**config.mk**
```make
export PLATFORM = sky130hd
export DESIGN_NAME = npc_cell
export DESIGN_NICKNAME = d
export VERILOG_FILES = /design/src/nearest_palette_color_unit_defines.svh /design/src/npc_pkg.sv /design/src/npc_cell.sv
export SDC_FILE = /design/constraint.sdc
export NUM_CORES = 1
export LEC_CHECK = 0
export BUFFER_PORTS_ARGS = -buffer_cell sky130_fd_sc_hd__buf_4
export CAP_MARGIN = 15
export CORE_UTILIZATION = 42
export CTS_CLUSTER_DIAMETER = 200
export DETAILED_ROUTE_END_ITERATION = 7
export PLACE_DENSITY_LB_ADDON = 0.3
export REMOVE_ABC_BUFFERS = 1
export SYNTH_ARGS = -nofsm -noshare
export SYNTH_HDL_FRONTEND = slang
export SYNTH_SLANG_ARGS = --single-unit
```
**constraint.sdc**
```tcl
create_clock -name clk_i -period 16.99 [get_ports clk_i]
set_clock_uncertainty 0.2 [all_clocks]
set_input_delay 3.398 -clock clk_i [delete_from_list [all_inputs] [get_ports clk_i]]
set_output_delay 3.398 -clock clk_i [all_outputs]
set_load 0.05 [all_outputs]
```
**src/nearest_palette_color_unit_defines.svh**
```systemverilog
// assertion macros used by nearest_palette_color_unit.sv
`ifndef NEAREST_PALETTE_COLOR_UNIT_DEFINES_SVH
`define NEAREST_PALETTE_COLOR_UNIT_DEFINES_SVH

// plain clocked check, off during reset
`define NPC_ASSERT(label, prop, msg) \
  label: assert property (@(posedge clk_i) disable iff (!rst_ni) (prop)) else $error(msg);

// antecedent implies consequent in the same cycle
`define NPC_ASSERT_IMPL(label, ante, cons, msg) \
  `NPC_ASSERT(label, (ante) |-> (cons), msg)

// antecedent implies consequent in the next cycle
`define NPC_ASSERT_NEXT(label, ante, cons, msg) \
  `NPC_ASSERT(label, (ante) |=> (cons), msg)

`endif

```
**src/npc_pkg.sv**
```systemverilog
package npc_pkg;

  localparam int unsigned STORE_DEPTH = 32;
  localparam int unsigned FIXED_COUNT = 32;
  localparam int unsigned IDX_W       = 5;
  localparam int unsigned DIST_W      = 18;

  localparam logic OP_WRITE  = 1'b0;
  localparam logic OP_LOOKUP = 1'b1;

  // larger than any real distance, so the first searched entry always wins
  localparam logic [DIST_W-1:0] DIST_INIT = '1;
  localparam logic [DIST_W-1:0] DIST_MAX  = 18'd195075;
  // worst case distance to the nearest fixed entry: 42^2 + 42^2 + 127^2
  localparam logic [DIST_W-1:0] FIXED_DIST_MAX = 18'd19657;

  localparam logic [7:0] LEVEL4 [4] = '{8'd0, 8'd85, 8'd170, 8'd255};
  localparam logic [7:0] LEVEL2 [2] = '{8'd0, 8'd255};

  typedef struct packed {
    logic       operation;
    logic [4:0] entry_index;
    logic [7:0] red;
    logic [7:0] green;
    logic [7:0] blue;
  } in_item_t;

  typedef struct packed {
    logic [IDX_W-1:0]  best_index;
    logic [DIST_W-1:0] best_distance;
  } out_item_t;

  // what one cell hands to the next
  typedef struct packed {
    logic              valid;
    in_item_t          item;
    logic [IDX_W-1:0]  best_index;
    logic [DIST_W-1:0] best_distance;
  } chain_t;

  function automatic logic [23:0] fixed_rgb(input logic [IDX_W-1:0] idx);
    return {LEVEL4[idx[4:3]], LEVEL4[idx[2:1]], LEVEL2[idx[0]]};
  endfunction

endpackage

```
**src/npc_cell.sv**
```systemverilog
module npc_cell #(
  parameter int unsigned INDEX  = 0,
  parameter bit          LOADED = 1'b1
) (
  input  logic            clk_i,
  input  logic            rst_ni,
  input  logic            en_i,
  input  logic            sel_i,
  input  npc_pkg::chain_t chain_i,
  output npc_pkg::chain_t chain_o
);

  localparam logic [npc_pkg::IDX_W-1:0] IDX = npc_pkg::IDX_W'(INDEX);

  logic [23:0]               entry_q;
  logic                      wr_hit;
  logic [23:0]               color;
  logic [7:0]                dr, dg, db;
  logic [15:0]               sr, sg, sb;
  logic [npc_pkg::DIST_W-1:0] dist_d, dist_q;
  logic                      cand_d, cand_q;
  npc_pkg::chain_t           s1_q, s2_d, s2_q;

  assign wr_hit = LOADED && chain_i.valid && (chain_i.item.operation == npc_pkg::OP_WRITE)
                  && (chain_i.item.entry_index == IDX);

  always_ff @(posedge clk_i or negedge rst_ni) begin
    if (!rst_ni) begin
      entry_q <= '0;
    end else if (en_i && wr_hit) begin
      entry_q <= {chain_i.item.red, chain_i.item.green, chain_i.item.blue};
    end
  end

  assign color = sel_i ? entry_q : npc_pkg::fixed_rgb(IDX);

  // stage 1: squared distance to this cell's color
  always_comb begin
    dr = (color[23:16] >= chain_i.item.red) ? color[23:16] - chain_i.item.red
                                           : chain_i.item.red - color[23:16];
    dg = (color[15:8] >= chain_i.item.green) ? color[15:8] - chain_i.item.green
                                            : chain_i.item.green - color[15:8];
    db = (color[7:0] >= chain_i.item.blue) ? color[7:0] - chain_i.item.blue
                                          : chain_i.item.blue - color[7:0];
    sr = 16'(dr) * 16'(dr);
    sg = 16'(dg) * 16'(dg);
    sb = 16'(db) * 16'(db);
    dist_d = npc_pkg::DIST_W'(sr) + npc_pkg::DIST_W'(sg) + npc_pkg::DIST_W'(sb);
    cand_d = sel_i ? LOADED : 1'b1;
  end

  always_ff @(posedge clk_i or negedge rst_ni) begin
    if (!rst_ni) begin
      s1_q   <= '0;
      dist_q <= '0;
      cand_q <= 1'b0;
    end else if (en_i) begin
      s1_q   <= chain_i;
      dist_q <= dist_d;
      cand_q <= cand_d;
    end
  end

  // stage 2: keep the running best, strict less keeps the lower index on ties
  always_comb begin
    s2_d = s1_q;
    if (s1_q.valid && (s1_q.item.operation == npc_pkg::OP_LOOKUP) && cand_q
        && (dist_q < s1_q.best_distance)) begin
      s2_d.best_index    = IDX;
      s2_d.best_distance = dist_q;
    end
  end

  always_ff @(posedge clk_i or negedge rst_ni) begin
    if (!rst_ni) begin
      s2_q <= '0;
    end else if (en_i) begin
      s2_q <= s2_d;
    end
  end

  assign chain_o = s2_q;

endmodule

```
* After elaboration in Yosys (flattened, before gate mapping)
Index checks and enable logic that the tools add are counted.
** Cells by class
- Add/sub/neg operators :: 8
- Multiply operators :: 3
- Order comparisons :: 4
- Mux-type cells :: 5
- Bitwise operators :: 1
- Reductions and logical operators :: 7
** Operator list (number)
- multiplier 8 x 8 -> 16 bit :: 3
- subtractor 8 bit :: 6
- greater-or-equal comparator 8 bit :: 3
- two-way mux 24 bit :: 1
- two-way mux 8 bit :: 3
- two-way mux 23 bit :: 1
- adder 17 x 16 -> 18 bit :: 1
- less-than comparator 18 bit :: 1
- adder 16 x 16 -> 17 bit :: 1
- logical AND 1 bit :: 6
- logical NOT 5 bit :: 1
- NOT 1 bit :: 1
** Storage, ports and cells
- Bits in registers :: 151
- Input port bits :: 58
- Logic and storage cells :: 47

* Longest topological paths before layout
- Depth in word-level cells :: 6
- Gate-level depth with buffers :: 36
- Depth with buffers taken out :: 33

* Least setup slack after synthesis
OpenSTA, ideal clock, no wires.
- Kind :: input to register
- From :: in sel_i
- To :: reg dist_q[15] (netlist bit)
- Setup time :: 124 ps
- Arrival :: 11246 ps
- Data required time :: 16666 ps
- Slack :: 5420 ps
- Stages on the path :: 29
- Path through :: clkbuf_1 nand2_1 ha_1 inv_1 fa_1 a21o_1 a21oi_2 a31oi_2 nor3_1 mux2_1 a311o_1 buf_2 nand2b_1 fa_1 fa_1 fa_1 fa_1 inv_1 fa_1 fa_1 inv_1 fa_1 inv_1 ha_1 or4_1 a2bb2oi_1 a311o_1 a21o_1 a211o_1
** On the way
- Longest elaborated chain between the ends :: 6
- Elaborated cells on any way between the ends :: 18
- Those cells by class :: add/sub (8); mul (3); order compare (3); mux (4)
** RTL lines
- from (decl) :: RTL line npc_cell.sv:8 : input logic sel_i,
- two-way mux 24 bit * :: RTL line npc_cell.sv:35 : assign color = sel_i ? entry_q : npc_pkg::fixed_rgb(IDX);
- subtractor 8 bit (tied with other cells) :: RTL line npc_cell.sv:40 : : chain_i.item.red - color[23:16];
- two-way mux 8 bit (on tied branches) :: RTL line npc_cell.sv:39, npc_cell.sv:41
- multiplier 8 x 8 -> 16 bit (on tied branches) :: RTL line npc_cell.sv:45, npc_cell.sv:46
- adder 16 x 16 -> 17 bit :: RTL line npc_cell.sv:48 : dist_d = npc_pkg::DIST_W'(sr) + npc_pkg::DIST_W'(sg) + npc_pkg::DIST_W'(sb);
- adder 17 x 16 -> 18 bit * :: RTL line npc_cell.sv:48
- to (signal assigned) :: RTL line npc_cell.sv:59 : dist_q <= dist_d;
- to (decl) :: RTL line npc_cell.sv:20 : logic [npc_pkg::DIST_W-1:0] dist_d, dist_q;
Mark *: on every way between the ends. The rest lies on a longest branch, timed or not.
A chain may end at the register's enable or synchronous reset.

* Final worst setup path
Ends and elaborated chain as after synthesis.

==> results_tabular.tex <==
\begin{tabular}{lr}
\hline
Metric & Value \\
\hline
\multicolumn{2}{l}{\textbf{Outcome}} \\
\quad Status & finished clean \\
\multicolumn{2}{l}{\textbf{Worst setup path}} \\
\quad Dominant delay contributor by cell family on the critical path & adder cells \\
\quad Reg2reg setup slack & 7.76 ns \\
\quad Largest stage delay, worst path & 0.76 ns \\
\quad Type of the worst setup path & in -> reg \\
\quad Buffer and inverter count on the worst path & 7 \\
\quad Critical Path Source Type & input port \\
\quad Startpoint of the lowest-slack register-to-register path & entry\_q[0] \\
\quad Capture instance of the worst register-to-register path & dist\_q[15] \\
\quad Worst r2r path cells & 30 \\
\quad Kind of capture point of the worst setup path & flip-flop \\
\quad Slowest library cell on the worst path & xor2\_1 \\
\quad Cell repeated most along the worst path & fa\_1 \\
\quad Critical path data arrival time & 12.30 ns \\
\quad Largest fanout on the critical path & 24 \\
\quad Required time worst endpoint & 17.12 ns \\
\quad Worst setup path startpoint & sel\_i \\
\multicolumn{2}{l}{\textbf{Synthesis}} \\
\quad Combinational family with the most area after synthesis & adder cells \\
\quad Yosys warning total & 0 \\
\quad Library cell occupying the most area in the post-synthesis netlist & dfrtp\_1 \\
\quad Post-synthesis instance total & 1409 \\
\quad Number of synthesized flops with an enable pin & 0 \\
\quad FF+latch count, synth & 151 \\
\quad Share of synthesized cell area in and, or, nand and nor gates & 0.112 \\
\quad Average instance area after synthesis & 9.77 sq um \\
\quad Compound-cell area share of the yosys netlist & 0.0980 \\
\quad Xor-xnor portion of the synthesized cell area & 0.0202 \\
\quad Post-synthesis adder-cell area fraction & 0.328 \\
\quad Most instantiated flip-flop cell in the synthesis netlist & dfrtp\_1 \\
\quad Sequential-to-total area share from yosys stat & 0.274 \\
\quad Share of flip-flops with an asynchronous set or reset after synthesis & 1.00 \\
\quad Share of synthesized area spent on multiplexers & 0.0773 \\
\quad Netlist area before placement & 13800 sq um \\
\quad Share of Yosys cell area claimed by the top area cell type & 0.274 \\
\quad Number of distinct standard cells referenced by the synthesized netlist & 72 \\
\quad Cells taking the most area after synthesis & dfrtp\_1, fa\_1, ha\_1 \\
\multicolumn{2}{l}{\textbf{Clock network}} \\
\quad Reg clk slew, reported paths & 0.06 ns \\
\quad Clock Root Buffer & clkbuf\_16 \\
\quad Clk sinks & 151 \\
\quad Clock Path Buffers & 2 \\
\quad Count of buffers added by post-CTS timing repair for setup & 0 \\
\quad Clock insertion delay at the later pin of the skew report & 0.45 ns \\
\quad CTS Buf Count & 17 \\
\quad Number of H-tree levels & 4 \\
\quad CTS resizes & 0 \\
\quad Hold buffer count at cts & 0 \\
\quad TritonCTS clock tree & built \\
\multicolumn{2}{l}{\textbf{Final layout}} \\
\quad Layout overhead on the synthesized area & 12.9\% \\
\quad Layout filler cell count & 3008 \\
\quad Fraction of layout instances using a drive strength above 1 & 0.164 \\
\quad Antenna diode count & 0 \\
\quad Layout Nets & 1836 \\
\multicolumn{2}{l}{\textbf{Route}} \\
\quad Detailed-route DRC error count & 0 \\
\quad Via count & 9584 \\
\quad Residual antenna-violating net count after detailed routing & 0 \\
\quad WL/cell & 14.8 um \\
\quad Number of DRC violations after detailed-routing iteration 0 & 427 \\
\quad Overall routed net length & 28800 um \\
\quad Vias per std cell & 4.92 \\
\quad Drt pass-1 iters & 5 \\
\multicolumn{2}{l}{\textbf{Floorplanning}} \\
\quad Floorplan die area & 33500 sq um \\
\quad Placeable Area & 31900 sq um \\
\quad Starting utilization of the core area & 0.432 \\
\quad Top Ports & 112 \\
\quad Height of the die & 183 um \\
\quad Cell row count & 65 \\
\quad DIE WIDTH & 183 um \\
\multicolumn{2}{l}{\textbf{Timing}} \\
\quad Final critical path time including I/O delays and setup & 12.17 ns \\
\quad Final setup fails & 0 \\
\quad Crit share post-route & 0.717 \\
\quad Pins over their slew limit & 0 \\
\quad Top achievable clock speed & 0.0821 GHz \\
\quad Transition time of the tightest slew-check pin & 1.05 ns \\
\quad Unrepaired setup endpoints after global routing & false \\
\quad Max-Slew Margin vs Limit & 0.298 \\
\quad Summed negative setup slack over all endpoints & 0 ns \\
\quad Fin. Hold Viols & 0 \\
\multicolumn{2}{l}{\textbf{Global routing}} \\
\quad Largest net degree at the start of global routing & 93 \\
\quad Sum of overflow across all layers after global routing & 0 \\
\quad Met2 Resource Use GR & 0.309 \\
\quad GRT Resource Usage Total & 0.185 \\
\quad Routing layer with the top usage in global route & met2 \\
\quad Number of global-route vias before repair & 10059 \\
\quad Met3 demand-to-capacity share in global routing & 0.0361 \\
\quad First-pass GRT wire length & 49400 um \\
\quad Met1 Use GR & 0.243 \\
\quad Antenna violations before repair & 0 \\
\multicolumn{2}{l}{\textbf{Job}} \\
\quad \# Max-Cap Violations & 0 \\
\multicolumn{2}{l}{\textbf{Placement}} \\
\quad Final RePlAce weighted congestion & 0.868 \\
\quad Buffers on Ports & 111 \\
\quad Placed wire-length estimate & 22600 um \\
\multicolumn{2}{l}{\textbf{Hold path}} \\
\quad Beginning of the worst hold path & entry\_q[15] \\
\quad Hold/Removal Path Class & reg -> reg \\
\quad Cell depth of the worst hold path & 2 \\
\quad Hold Crit Endpoint & entry\_q[15] \\
\hline
\end{tabular}
through the flow:
stage               instances  hold slack, ns  instance area (sq um)  utilization  worst slack, ns
global placement         1916           0.253                  15000        0.471             4.50
global route             1948           0.297                  15500        0.488             4.44
CTS                      1948           0.274                  15500        0.488             4.81
finish                   1948           0.272                  15500        0.488             4.82
floorplan                1362           0.239                  13600            -             5.64
detailed placement       1916           0.257                  15000        0.471             4.36
synth_stat cells (all sizes together), types with 3 or more instances:
library cell / n
nor2: 87
buf: 12
fa: 138
o21ai: 69
nand3: 4
a21oi: 37
xor2: 13
nand2: 124
a311o: 3
nor3: 9
clkbuf: 35
inv: 275
a211oi: 5
dfrtp: 151
o21bai: 5
o21a: 9
ha: 140
nand4: 9
a21o: 18
mux2: 80
or3: 21
xnor2: 17
o211ai: 4
o2bb2ai: 5
o311ai: 18
a31oi: 6
and3: 6
nor2b: 13
nand2b: 29
or2: 8
mux2i: 16
and2: 8
o31ai: 4
worst reg2reg max path: cells and delay by family, from the launching register on:
kind / cells / cell delay (ns)
adders and majority gates: 10 / 4.56
AOI/OAI and AO/OA: 11 / 2.39
xor gates and xnor gates: 1 / 0.76
buffers and inverters: 6 / 0.57
DFF: 1 / 0.34
and+or+nand+nor: 2 / 0.30
layout by cell type (no fill, tap or decap), drive strengths merged, types with 4 or more instances in the layout:
master   netlist  layout
inv          275     282
dfrtp        151     151
ha           140     140
fa           138     138
nand2        124     124
buf           12     119
nor2          87      87
mux2          80      80
o21ai         69      69
a21oi         37      37
nand2b        29      29
or3           21      21
a21o          18      18
o311ai        18      18
clkbuf        35      18
xnor2         17      17
mux2i         16      16
nor2b         13      13
xor2          13      13
nand4          9       9
o21a           9       9
nor3           9       9
and2           8       8
or2            8       8
and3           6       6
a31oi          6       6
a211oi         5       5
o21bai         5       5
o2bb2ai        5       5
clkinv         0       5
nand3          4       4
o211ai         4       4
o31ai          4       4
final cells by class:
type                            count  area [sq um]  area share
Timing Repair Buffer              119           897      0.0577
Sequential cell                   151          3780       0.243
Multi-Input combinational cell    936          8750       0.563
Inverter                          275          1030      0.0664
Clock inverter                     14           116     0.00748
Tap cell                          435           544      0.0350
Clock buffer                       18           429      0.0276
logic make-up after synthesis:
group                      after synthesis
and+or+nand+nor                        329
xor gates and xnor gates                30
DFF                                    151
muxes                                   96
AOI/OAI and AO/OA                      203
buffers and inverters                  322
adders and majority gates              278
worst max path at each step:
| stage | endpoint | cells after the start |
|---|---|---|
| floorplan | dist_q[15] | 27 |
| global placement | dist_q[15] | 31 |
| detailed placement | dist_q[15] | 31 |
| CTS | dist_q[13] | 31 |
| global route | dist_q[15] | 31 |
| finish | dist_q[15] | 31 |
flip-flops by register name, summed over array words and instances (netlist names):
register / count
chain_o: 54
entry_q: 24
dist_q: 18
cand_q: 1
s1_q: 54
per-layer routing:
metal,up-vias,wire length (um)
met1,4671,13700
met2,168,13700
li1,4721,-
met3,24,1080
met4,0,444
met5,-,0
Power is not shown: default switching activity piles up to over one toggle a cycle in this logic, so the estimate is an artifact.
